`src/rtl/lkt_pkg.sv`:
```
// shared types and constants for the lfu keyed table
// no dependencies
package lkt_pkg;

  localparam int IDX_W   = 6;
  localparam int COUNT_W = 32;
  localparam int MAX_OUT = 16;

  localparam logic [1:0] STATUS_OK        = 2'd0;
  localparam logic [1:0] STATUS_NOT_FOUND = 2'd1;
  localparam logic [1:0] STATUS_REJECTED  = 2'd2;
  localparam logic [1:0] STATUS_EMPTY     = 2'd3;

  localparam logic [2:0] FUNC_PUT    = 3'd0;
  localparam logic [2:0] FUNC_GET    = 3'd1;
  localparam logic [2:0] FUNC_POP    = 3'd2;
  localparam logic [2:0] FUNC_RESIZE = 3'd3;
  localparam logic [2:0] FUNC_TOPK   = 3'd4;

  typedef enum logic [1:0] {
    SCAN_KEY,
    SCAN_VICTIM,
    SCAN_FREE,
    SCAN_RANK
  } scan_mode_t;

  typedef enum logic [2:0] {
    CMD_NONE,
    CMD_SET_VALUE,
    CMD_BUMP,
    CMD_REMOVE,
    CMD_INSERT,
    CMD_CLEAR,
    CMD_UNTAKE,
    CMD_TAKE
  } cmd_kind_t;

  typedef enum logic [2:0] {
    S_IDLE,
    S_FIND,
    S_CHECK,
    S_VICTIM,
    S_FREE,
    S_RANK
  } state_t;

  typedef struct packed {
    logic [2:0]  func;
    logic [31:0] lookup_key;
    logic [31:0] new_value;
    logic [15:0] amount;
  } lkt_in_t;

  typedef struct packed {
    logic [1:0]  status;
    logic [31:0] out_key;
    logic [31:0] out_value;
    logic [6:0]  out_count;
    logic        last;
  } lkt_out_t;

  typedef struct packed {
    logic               found;
    logic [IDX_W-1:0]   idx;
    logic [IDX_W-1:0]   age;
    logic [COUNT_W-1:0] count;
    logic [31:0]        key;
    logic [31:0]        value;
  } lkt_cand_t;

  typedef struct packed {
    cmd_kind_t        kind;
    logic [IDX_W-1:0] idx;
    logic [IDX_W-1:0] age;
    logic [31:0]      key;
    logic [31:0]      value;
  } lkt_cmd_t;

endpackage

```
`src/rtl/lkt_cell.sv`:
```
// one table entry with its stage of the search chain
// depends on lkt_pkg
module lkt_cell
  import lkt_pkg::*;
#(
  parameter int ENTRIES    = 16,
  parameter int COUNT_BITS = 16,
  parameter int IDX        = 0
) (
  input  logic        clk,
  input  logic        rst_n,
  input  scan_mode_t  mode,
  input  logic [31:0] scan_key,
  input  lkt_cand_t   cand_in,
  output lkt_cand_t   cand_out,
  input  lkt_cmd_t    cmd
);

  localparam int AW = (ENTRIES > 1) ? $clog2(ENTRIES) : 1;

  logic                  valid_r, taken_r;
  logic [31:0]           key_r, value_r;
  logic [COUNT_BITS-1:0] count_r, count_inc;
  logic [AW-1:0]         age_r;
  lkt_cand_t             mine, cand_r, cand_nxt;
  logic                  better, hit;

  assign hit       = (cmd.idx == IDX_W'(IDX));
  assign count_inc = (count_r == '1) ? count_r : count_r + 1'b1;

  always_comb begin
    mine.found = 1'b1;
    mine.idx   = IDX_W'(IDX);
    mine.age   = IDX_W'(age_r);
    mine.count = COUNT_W'(count_r);
    mine.key   = key_r;
    mine.value = value_r;
  end

  always_comb begin
    better = 1'b0;
    case (mode)
      SCAN_KEY: better = valid_r && !cand_in.found && key_r == scan_key;
      SCAN_FREE: better = !valid_r && !cand_in.found;
      SCAN_VICTIM: begin
        better = valid_r && (!cand_in.found || mine.count < cand_in.count ||
                 (mine.count == cand_in.count && mine.age < cand_in.age));
      end
      SCAN_RANK: begin
        better = valid_r && !taken_r && (!cand_in.found ||
                 mine.count > cand_in.count ||
                 (mine.count == cand_in.count && (value_r < cand_in.value ||
                 (value_r == cand_in.value && mine.age < cand_in.age))));
      end
      default: better = 1'b0;
    endcase
    cand_nxt = better ? mine : cand_in;
  end

  assign cand_out = cand_r;

  always_ff @(posedge clk) begin
    if (!rst_n) begin
      valid_r <= 1'b0;
      taken_r <= 1'b0;
      cand_r  <= '0;
    end else begin
      cand_r <= cand_nxt;
      case (cmd.kind)
        CMD_SET_VALUE: begin
          if (hit) begin
            value_r <= cmd.value;
            count_r <= count_inc;
          end
        end
        CMD_BUMP: begin
          if (hit) count_r <= count_inc;
        end
        CMD_REMOVE: begin
          if (hit) valid_r <= 1'b0;
          else if (valid_r && IDX_W'(age_r) > cmd.age) age_r <= age_r - 1'b1;
        end
        CMD_INSERT: begin
          if (hit) begin
            valid_r <= 1'b1;
            key_r   <= cmd.key;
            value_r <= cmd.value;
            count_r <= '0;
            age_r   <= '0;
          end else if (valid_r) begin
            age_r <= age_r + 1'b1;
          end
        end
        CMD_CLEAR:  valid_r <= 1'b0;
        CMD_UNTAKE: taken_r <= 1'b0;
        CMD_TAKE: begin
          if (hit) taken_r <= 1'b1;
        end
        default: ;
      endcase
    end
  end

endmodule
```
`config.mk`:
```
export PLATFORM = sky130hd
export DESIGN_NAME = lkt_cell
export DESIGN_NICKNAME = d
export VERILOG_FILES = /design/src/rtl/lkt_pkg.sv /design/src/rtl/lkt_cell.sv
export SDC_FILE = /design/constraint.sdc
export NUM_CORES = 1
export LEC_CHECK = 0
export ABC_AREA = 1
export BUFFER_PORTS_ARGS = -buffer_cell sky130_fd_sc_hd__buf_2
export CORE_MARGIN = 2
export CORE_UTILIZATION = 55
export DETAILED_ROUTE_END_ITERATION = 6
export PLACE_DENSITY = 0.91
export SYNTH_ARGS = -nofsm -noshare
export SYNTH_HDL_FRONTEND = slang
export SYNTH_SLANG_ARGS = --single-unit
```
`constraint.sdc`:
```
create_clock -name clk -period 12.25 [get_ports clk]
set_input_delay 2.45 -clock clk [delete_from_list [all_inputs] [get_ports clk]]
set_output_delay 2.45 -clock clk [all_outputs]
set_load 0.01 [all_outputs]
```
Yosys cells after proc, flatten, opt, wreduce, memory -nomap -nowiden
Cells that the tools add are included.
{"block": "op_classes", "n_addsub": 3, "mul": 0, "n_div": 0, "n_lt_le_gt_ge": 5, "n_eq_ne": 22, "n_shift": 0, "muxes": 15, "bitwise": 1, "n_reduce_logical": 33}
{"operator": "109-bit two-way mux", "count": 1}
{"operator": "32-bit == test", "count": 2}
{"operator": "16-bit two-way mux", "count": 3}
{"operator": "16-bit by 32-bit == test with 1-bit output", "count": 1}
{"operator": "16-bit by 32-bit greater-than comparator with 1-bit output", "count": 1}
{"operator": "16-bit by 32-bit less-than comparator with 1-bit output", "count": 1}
{"operator": "32-bit less-than comparator", "count": 1}
{"operator": "16-bit case mux with 2 select lines", "count": 1}
{"operator": "16-bit by 1-bit adder with 16-bit output (second input constant)", "count": 1}
{"operator": "16-bit == test (second input constant)", "count": 1}
{"operator": "4-bit two-way mux", "count": 4}
{"operator": "3-bit == test (second input constant)", "count": 4}
{"operator": "2-bit inequality test (second input constant)", "count": 6}
{"operator": "1-bit logical AND", "count": 10}
{"operator": "5-bit AND reduction", "count": 2}
{"operator": "3-bit AND reduction", "count": 3}
{"operator": "4-bit case mux with 2 select lines", "count": 1}
{"operator": "3-bit by 2-bit == test with 1-bit output (second input constant)", "count": 2}
{"operator": "4-bit by 6-bit greater-than comparator with 1-bit output", "count": 1}
{"operator": "6-bit logical NOT", "count": 1}
{"operator": "4-bit by 6-bit less-than comparator with 1-bit output", "count": 1}
{"operator": "2-bit nonzero test", "count": 3}
{"operator": "2-bit OR reduction", "count": 3}
{"operator": "1-bit logical OR", "count": 5}
{"operator": "16 further kinds", "count": 20}
{"block": "word_totals", "reg_bits": 195, "latchBits": 0, "mem_bits_rw": 0, "rom_bits": 0, "in_bits": 224, "output_inout_bits": 109, "elab_cells": 93, "memories": 0}

Logic depth before layout (Yosys ltp)
Gate-level depths: netlist of run 1.
{"block": "depth", "depth_word": 8, "mapped_depth": 23, "mapped_depth_nobuf": 21}

Worst setup path before layout of run 1
No wires, ideal clock.
{"block": "synth_path", "kind": "input to register", "start": "input cmd[73] (netlist name)", "end": "register value_r[0], enable pin", "setup_ns": 0.470, "arrival_ns": 5.378, "t_required_ns": 11.780, "setup_slack_ns": 6.401, "cell_stages": 6, "n_path_buf": 0, "cell_sequence": "nor2_1 > and3_1 > inv_1 > nor2_1 > inv_1 > o31ai_1"}
{"block": "synth_between", "elab_chain_cells": 2}
{"element": "start, declared", "line": "lkt_cell.sv:16", "source": "input lkt_cmd_t cmd"}
{"element": "6-bit logical NOT", "line": "lkt_cell.sv:28", "source": "assign hit = (cmd.idx == IDX_W'(IDX));"}
{"element": "3-bit AND reduction (no source line)"}
{"element": "end signal, assigned", "line": "lkt_cell.sv:72", "source": "value_r <= cmd.value;"}
{"element": "end signal, assigned", "line": "lkt_cell.sv:87", "source": "value_r <= cmd.value;"}
{"element": "end, declared", "line": "lkt_cell.sv:22", "source": "logic [31:0] key_r, value_r;"}
No other way between the ends.
A chain may end at the register's enable or synchronous reset.

Final worst setup path of run 1
{"block": "layout_path", "start": "input cand_in[79] (netlist name)", "end": "register cand_r, in the netlist cand_out[69]"}
{"block": "layout_between", "elab_chain_cells": 6, "elab_cells_between_ends": 13, "cone_classes": "2 x order compare; 1 x eq/ne; 2 x mux; 8 x reduce/logical"}
{"element": "start, declared", "line": "lkt_cell.sv:14", "source": "input lkt_cand_t cand_in,"}
{"element": "16-bit by 32-bit greater-than comparator with 1-bit output (tied with other cells)", "line": "lkt_cell.sv:51", "source": "mine.count > cand_in.count ||"}
{"element": "1-bit logical OR (tied with other cells)", "line": "lkt_cell.sv:50", "source": "better = valid_r && !taken_r && (!cand_in.found ||"}
{"element": "1-bit logical OR, on equally long branches", "line": "lkt_cell.sv:51, lkt_cell.sv:46"}
{"element": "1-bit logical AND, on equally long branches", "line": "lkt_cell.sv:50, lkt_cell.sv:46"}
{"element": "1-bit case mux with 4 select lines (*)", "line": "lkt_cell.sv:42", "source": "case (mode)"}
{"element": "109-bit two-way mux (*)", "line": "lkt_cell.sv:57", "source": "cand_nxt = better ? mine : cand_in;"}
{"element": "end signal, assigned", "line": "lkt_cell.sv:68", "source": "cand_r <= cand_nxt;"}
{"element": "end, declared", "line": "lkt_cell.sv:25", "source": "lkt_cand_t mine, cand_r, cand_nxt;"}
Every way passes the cells marked *; elsewhere a longest branch is shown, timed or not.

==> results list, run 1 <==
* CTS resizes: 0
- At the pin with the least slew margin, the transition time is 1.169 ns.
- From synthesis to final layout, the design area changed by 22.92%.
* Largest fanout on the critical path: 86
- Initial Utilization: 55.94%
- The hold violation total from the final report came to 0.
* Die height: 139.2 um
- Standard-cell rows: 49
* Kind of start point of the critical path: primary input
- Global-route wire length before repair: 42,360 um
- Clock share of power: 38.0%
- The number of global-route vias before repair came to 9,078.
* Hold buffers post-CTS: 0
* Post-CTS setup repair buffer count: 0
- Synthesis warning total: 0
- The most used flip-flop cell after synthesis is sky130_fd_sc_hd__dfxtp_1.
- Arrival time at the worst endpoint: 6.40 ns
- Of all flip-flops after synthesis, the portion carrying an async set or reset was 0%.
- Synthesis produced a netlist whose cell count is 1,280.
* Vias per cell: 5.029
- Top-level port count: 333
- Yosys mapped the design onto 37 distinct sky130hd cell types.
* Power after layout: 1.407 mW
- Summed over all nets, the switching power comes to 362.9 uW.
- Input and output buffers added on the ports amount to 332.
* H-tree level count: 4
- Clock Pin Slew Worst Setup and Hold Paths: 0.07 ns
* Terminating pin of the worst hold path: taken_r
- Pin count of the biggest net entering global routing: 89
- Area enclosed by the die boundary: 19,370 um2
- CTS tree: built
- sky130_fd_sc_hd__edfxtp_1 takes more of the synthesized area than any other cell.
* Total of fill cells in the finished design: 1,397
- DR iter-0 viols: 546
- Period utilisation layout: 49.59%
- The longest clock path from root to sink contains 2 buffers.
* Kind of end point of the critical path: flop
* Leading cell type by number of instances after synthesis: sky130_fd_sc_hd__inv_1
- Max-slew headroom: 22.09%
* Final clock skew: 0.009673 ns
* Static leakage: 7.213 nW
- Antenna-violating nets left: 0
- Max-cap check violation count: 0
- By count the netlist is led by sky130_fd_sc_hd__inv_1 (275), sky130_fd_sc_hd__nand2_1 (262), sky130_fd_sc_hd__nor2_1 (158).
* Kind of critical path: in -> reg
- Remaining routing DRC violations: 0
- For the final routed database, the setup TNS stands at 0 ns.
- Global routing used 27.11% of the available tracks.
- Proportion of total power due to net switching: 25.80%
- Outcome: completed
- Sequential cells burn 50.2% of the power.
* Post-synth net total: 1,562
- Later-pin clock latency in the skew report: 0.43 ns
* Reg-to-reg critical path endpoint: cand_out[69]
- By area the synthesized netlist is led by sky130_fd_sc_hd__edfxtp_1 (25%), sky130_fd_sc_hd__dfxtp_1 (22%), sky130_fd_sc_hd__inv_1 (10%).
- Worst supply voltage drop on vdd: 0.00009275 V
- Pwr dens: 113.9 nW/um2
- Across all layers, the routed design uses 9,219 vias.
* Number of nets at the end of the flow: 1,868
* Internal power summed over all cells: 1.044 mW
* Clock root buffer: sky130_fd_sc_hd__clkbuf_16
- Initial antenna violation count: 7
- In the final layout, the share of cells above drive strength 1 is 26.95%.
- Averaged over all synthesized cells, the footprint is 7.851 um2.
- Kind of path behind the tightest hold check: reg -> reg
- Sequential cells were found to cover 47.21% of the synthesized design area.
- Required time worst endpoint: 12.57 ns
- Final HPWL from detailed placement: 19,380 um
* Grt total ovfl: 0
- For this run, the top clock speed supported by timing is 0.1646 GHz.
- The synthesized design contains 84 enable-type register cells.
- Summing all placed instances gives a cell area of 11,780 um2.
- Synth Cell Area: 10,050 um2
- In this run the most critical hold path is launched from taken_r.
- Wires add up to 26,970 um.
- Once layout is done, the placed cells without fillers occupy 12,350 um2.
- Worst reg-to-reg setup slack: 7.93 ns
- Share of Yosys cell area claimed by the top area cell type: 25.10%
- Hold depth: 2
* Number of clock sinks seen by CTS: 195
- For the worst flop-to-flop path, the logic depth is 12.
* Fraction of power consumed by combinational cells: 11.8%
- Die X-Extent: 139.2 um
* First-pass detailed-route iteration total: 5
- Max-slew violation count: 0
* Standard cell core area: 17,960 um2
- After detailed routing, the average wire length per cell comes to 14.71 um.
- Number of buffers inserted during clock tree synthesis: 17
* Worst flop-to-flop path startpoint: count_r[14]
- Min Clock Period, post-route: 6.075 ns
- Endpoints failing setup: 0
- Setup repair after global routing left no endpoint under its margin.
- Gp weighted congestion: 0.8514
- Flops & latches, synth: 195
## sequential cells by signal (all words and copies together), names as in the netlist
register  cells
value_r      32
taken_r       1
age_r         4
key_r        32
valid_r       1
cand_out    109
count_r      16
## per-layer routing
layer  GRT usage [%]  routed length, um  share of wire [%]  up-vias
met5               0                 18              0.067        -
met4           12.23                993                3.7        4
met3           5.214               1806                6.7       73
met2           48.28              13710                 51      429
met1           31.72              10440                 39     4126
li1                -                  -                  -     4587
## power by group through the flow
stage	logic, mW	clock network (mW)	registers [mW]
2_1_floorplan	0.0741	0	0.732
3_3_place_gp	0.160	0	0.720
3_5_place_dp	0.166	0	0.720
4_1_cts	0.166	0.543	0.706
5_1_grt	0.186	0.564	0.707
6_report	0.167	0.534	0.706
## how the worst max path moves through the flow
stage           startpoint            to  slack (ns)  depth (start not counted)
2_1_floorplan      cmd[73]    value_r[0]        6.40                          6
3_3_place_gp   cand_in[79]  cand_out[43]        5.91                         14
3_5_place_dp   cand_in[79]  cand_out[69]        5.83                         14
4_1_cts        cand_in[79]  cand_out[69]        6.28                         14
5_1_grt        cand_in[79]  cand_out[69]        5.95                         14
6_report       cand_in[79]  cand_out[69]        6.17                         14
## kinds of logic (layout without fill, tap and decap cells)
logic type	count (synthesis)	count (layout)	share of synthesized area (%)
AND/OR/NAND/NOR	568	568	24.91
buffers and inverters	366	685	14.80
flip-flops	195	195	47.21
AO/OA/AOI/OAI	70	70	3.847
adder cells (fa/ha/maj)	58	58	7.221
XOR/XNOR	23	23	2.004
other	0	5	0
## cells in the final DEF (no fill, tap or decap), drive strengths merged, types with 2 or more instances in the layout
master,instances
buf,337
inv,324
nand2,263
nor2,158
dfxtp,111
nand4,99
edfxtp,84
ha,58
a21oi,38
nand3,21
clkbuf,18
o21ai,18
xnor2,13
or2,12
nor3,11
xor2,10
clkinv,6
diode,5
o21a,3
o22ai,2
a21o,2
o21bai,2
nor4,2
## metrics by stage
step | util (%) | std cells | hold slack [ns] | worst slack, ns
final | 68.77 | 1833 | 0.5052 | 6.175
after CTS | 68.70 | 1828 | 0.5060 | 6.280
after detailed placement | 65.59 | 1796 | 0.4928 | 5.828
after global routing | 68.77 | 1833 | 0.5700 | 5.950
after global placement | 65.59 | 1796 | 0.4745 | 5.910
after floorplan | - | 1280 | 0.4511 | 6.401
## final cells by class
class                   count  area (um2)  share of cell area (%)
clock inverters            14       118.9                  0.9622
repair buffers            337        1699                   13.75
diodes                      5       12.51                  0.1013
inverters                 316        1186                   9.602
flip-flops and latches    195        4745                   38.41
well taps                 229       286.5                   2.319
clock buffers              18       439.2                   3.555
multi-input cells         719        3866                   31.30
## worst max-delay path, stage by stage
cell                      delay (ns)
sky130_fd_sc_hd__buf_2          0.07
sky130_fd_sc_hd__inv_1          0.08
sky130_fd_sc_hd__ha_1           0.33
sky130_fd_sc_hd__nand4_1        0.14
sky130_fd_sc_hd__nor3_2         0.18
sky130_fd_sc_hd__nand3_1        0.21
sky130_fd_sc_hd__nor2_1         0.21
sky130_fd_sc_hd__nand2_1        0.09
sky130_fd_sc_hd__nand4_1        0.14
sky130_fd_sc_hd__nand3_4        0.85
sky130_fd_sc_hd__nand3_4        1.27
sky130_fd_sc_hd__nand2_1        0.19
sky130_fd_sc_hd__inv_2          0.09
sky130_fd_sc_hd__nor2_1         0.04
(Power assumes the default switching activity.)
==> run 2, diff against run 1 <==
--- a/config.mk
+++ b/config.mk
@@ -8,9 +8,9 @@
 export ABC_AREA = 1
 export BUFFER_PORTS_ARGS = -buffer_cell sky130_fd_sc_hd__buf_2
 export CORE_MARGIN = 2
-export CORE_UTILIZATION = 55
+export CORE_UTILIZATION = 51
 export DETAILED_ROUTE_END_ITERATION = 6
-export PLACE_DENSITY = 0.91
+export PLACE_DENSITY = 0.86
 export SYNTH_ARGS = -nofsm -noshare
 export SYNTH_HDL_FRONTEND = slang
 export SYNTH_SLANG_ARGS = --single-unit
==> constraint.sdc (replaced) <==
create_clock -name clk -period 5.6 [get_ports clk]
set_input_delay 1.12 -clock clk [delete_from_list [all_inputs] [get_ports clk]]
set_output_delay 1.12 -clock clk [all_outputs]
set_load 0.01 [all_outputs]
==> results list, run 2 (synthesis results as in run 1) <==
- Outcome: completed
- The number of global-route vias before repair came to 8,924 (-1.7%).
* Kind of end point of the critical path: flop
- Required time worst endpoint: 5.93 ns (-6.64 ns)
- Initial antenna violation count: 7 (unchanged)
- The via total after detailed routing came to 9,225 (+0.065%).
- Most frequent CP cell: sky130_fd_sc_hd__nand2_1
- On the critical path, the stage with the largest delay is an instance of sky130_fd_sc_hd__nor4_1.
* Global-route wire length before repair: 41,750 um (-1.4%)
- Broken down by cell family, the worst path's largest delay share belongs to simple AND/OR/NAND/NOR gates.
- Detailed-route wire length per cell: 14.69 um (-0.12%)
- The total count of max-transition violations in the final report came to 0 (unchanged).
* Antenna-violating nets left: 0 (unchanged)
* Top-level port count: 333 (unchanged)
- The flip-flop count of the largest register after layout was 109 (unchanged).
- Standard cell core area: 19,400 um2 (+8.0%)
* Routed Wire Length: 27,550 um (+2.2%)
- Post-CTS setup repair buffer count: 0 (unchanged)
- Timing would allow up to 0.2740 GHz.
- Area enclosed by the die boundary: 20,840 um2 (+7.6%)
* Combined global-route utilization of all metal layers: 25.70% (-1.4 points)
* Initial Utilization: 51.81% (-4.1 points)
- Endpoints failing setup: 0 (unchanged)
* Min Clock Period, post-route: 3.649 ns
- Max-cap check violation count: 0 (unchanged)
* Later-pin clock latency in the skew report: 0.43 ns (about the same)
- The headroom to the max-slew limit came to 34.20% (+12 points).
* Number of nets at the end of the flow: 1,874 (+0.32%)
- Largest fanout on the critical path: 38 (-56%)
- The chip width was 144.4 um (+3.7%).
- TritonCTS built the clock tree.
- H-tree level count: 4 (unchanged)
- The maximum count of clock buffers along a single path is 2 (unchanged).
- The placed wire-length estimate after detailed placement is 20,390 um (+5.2%).
* Share of layout cells above drive strength 1: 27.23% (+0.27 points)
- Number of buffers inserted during clock tree synthesis: 17 (unchanged)
* Detailed route wirelength on metal2: 13,540 um (-1.2%)
- Pin count of the biggest net entering global routing: 83 (-6.7%)
* Setup repair after global routing missed its margin: no
* Grt total ovfl: 0 (unchanged)
* Standard-cell rows: 51 (+4.1%)
* Kind of critical path: in -> reg
- Cell count after placement: 1,838 (+2.3%)
* Hold buffers post-CTS: 0 (unchanged)
* Vias per cell: 4.920 (-2.2%)
- Clock root buffer: sky130_fd_sc_hd__clkbuf_16
- CTS resizes: 0 (unchanged)
- The met1 wire length is 10,660 um (+2.1%).
- In this run the worst hold path is classified as reg -> reg.
- Kind of start point of the critical path: primary input
- The weighted congestion reported at the end of routability-driven placement came to 0.8767 (+3.0%).
- Static leakage: 7.241 nW (+0.39%)
* DR iter-0 viols: 485 (-11%)
- The final cell count without fillers came to 1,875 (+2.3%).
- The peak ir drop on the vdd network was 0.0002031 V (+120%).
* Arrival time at the worst endpoint: 3.98 ns (-2.42 ns)
* Top layer reached by signal wires: met5
- The total met3 wirelength after detailed routing is 2331 um (+29%).
- Commonest cells after routing, fill and taps aside: sky130_fd_sc_hd__buf_2 (331), sky130_fd_sc_hd__inv_1 (275), sky130_fd_sc_hd__nand2_1 (262)
- The hold violation total from the final report is 0 (unchanged).
* Die height: 144.4 um (+3.7%)
- The total negative setup slack is 0 ns (unchanged).
* First-pass detailed-route iteration total: 5 (unchanged)
- Pwr dens: 248.9 nW/um2 (+120%)
- The transition time at the pin with the least slew margin came to 0.9870 ns (-0.1816 ns).
- Walking the worst path, the cells encountered are buf_2 -> xor2_1 -> nor4_1 -> nand4_1 -> nor2_1 -> nand2_1 -> nand2_1 -> nand2_4 -> nand3_4 -> buf_4 -> nand2_1 -> inv_1 -> nor2_1.
- The count of input and output buffers is 332 (unchanged).
- The library cell used most frequently in the layout, excluding fill and tap cells, is sky130_fd_sc_hd__buf_2.
* Delay of the slowest cell on the worst path: 0.48 ns (-0.79 ns)
- Clock Pin Slew Worst Setup and Hold Paths: 0.08 ns (about the same)
- Final clock skew: 0.01420 ns (+0.004532 ns)
- Relative area change from synthesis to final layout: 23.97%
* Remaining routing DRC violations: 0 (unchanged)
- Critical path buffer and inverter count: 3 (unchanged)
* Total of fill cells in the finished design: 1,668 (+19%)
* Period utilisation layout: 65.17%
* Number of clock sinks seen by CTS: 195 (unchanged)
## run 2: path summary, 6_finish.rpt
| check | slack [ns] | endpoint | cells past startpoint | startpoint |
|---|---|---|---|---|
| hold / removal | 0.53 | taken_r | 2 | taken_r |
| hold reg to reg | 0.53 | taken_r | 2 | taken_r |
| setup reg to reg | 2.32 | cand_out[24] | 12 | valid_r |
| setup / recovery | 1.95 | cand_out[24] | 13 | scan_key[31] |
## run 2: worst min-delay path, delay by kind of cell (launching register included)
family	cells	cell delay, ns
AOI/OAI and AO/OA	2	0.16
DFF	1	0.34
## run 2: metrics by stage
step / util [%] / power, mW / area (um2) / worst slack, ns / hold slack (ns)
floorplan: - / 1.763 / 10050 / 1.081 / 0.4511
global placement: 61.22 / 1.928 / 11880 / 1.344 / 0.4929
detailed placement: 61.22 / 1.939 / 11880 / 1.292 / 0.5065
CTS: 64.16 / 3.118 / 12450 / 1.734 / 0.5179
global route: 64.18 / 3.229 / 12450 / 1.649 / 0.5595
finish: 64.22 / 3.101 / 12460 / 1.951 / 0.5329
## run 2: layout make-up
| class | instances | area (um2) | area share, % |
|---|---|---|---|
| antenna | 5 | 12.51 | 0.1004 |
| clock buffer | 17 | 425.4 | 3.415 |
| clock inverter | 15 | 145.1 | 1.165 |
| inverter | 316 | 1186 | 9.521 |
| multi-input combinational | 719 | 3866 | 31.03 |
| sequential | 195 | 4745 | 38.08 |
| tap | 265 | 331.6 | 2.661 |
| timing repair buffer | 343 | 1747 | 14.02 |
## run 2: routing by layer
metal	global-route usage (%)	up-vias
li1	-	4599
met1	28.94	4135
met2	45.27	410
met3	6.788	75
met4	12.21	6
met5	0	-
## run 2: power by group
part | internal [mW] | total [mW] | switching (mW)
registers | 1.53 | 1.54 | 0.0148
clock network | 0.593 | 1.19 | 0.599
logic | 0.159 | 0.365 | 0.205
total | 2.28 | 3.10 | 0.819
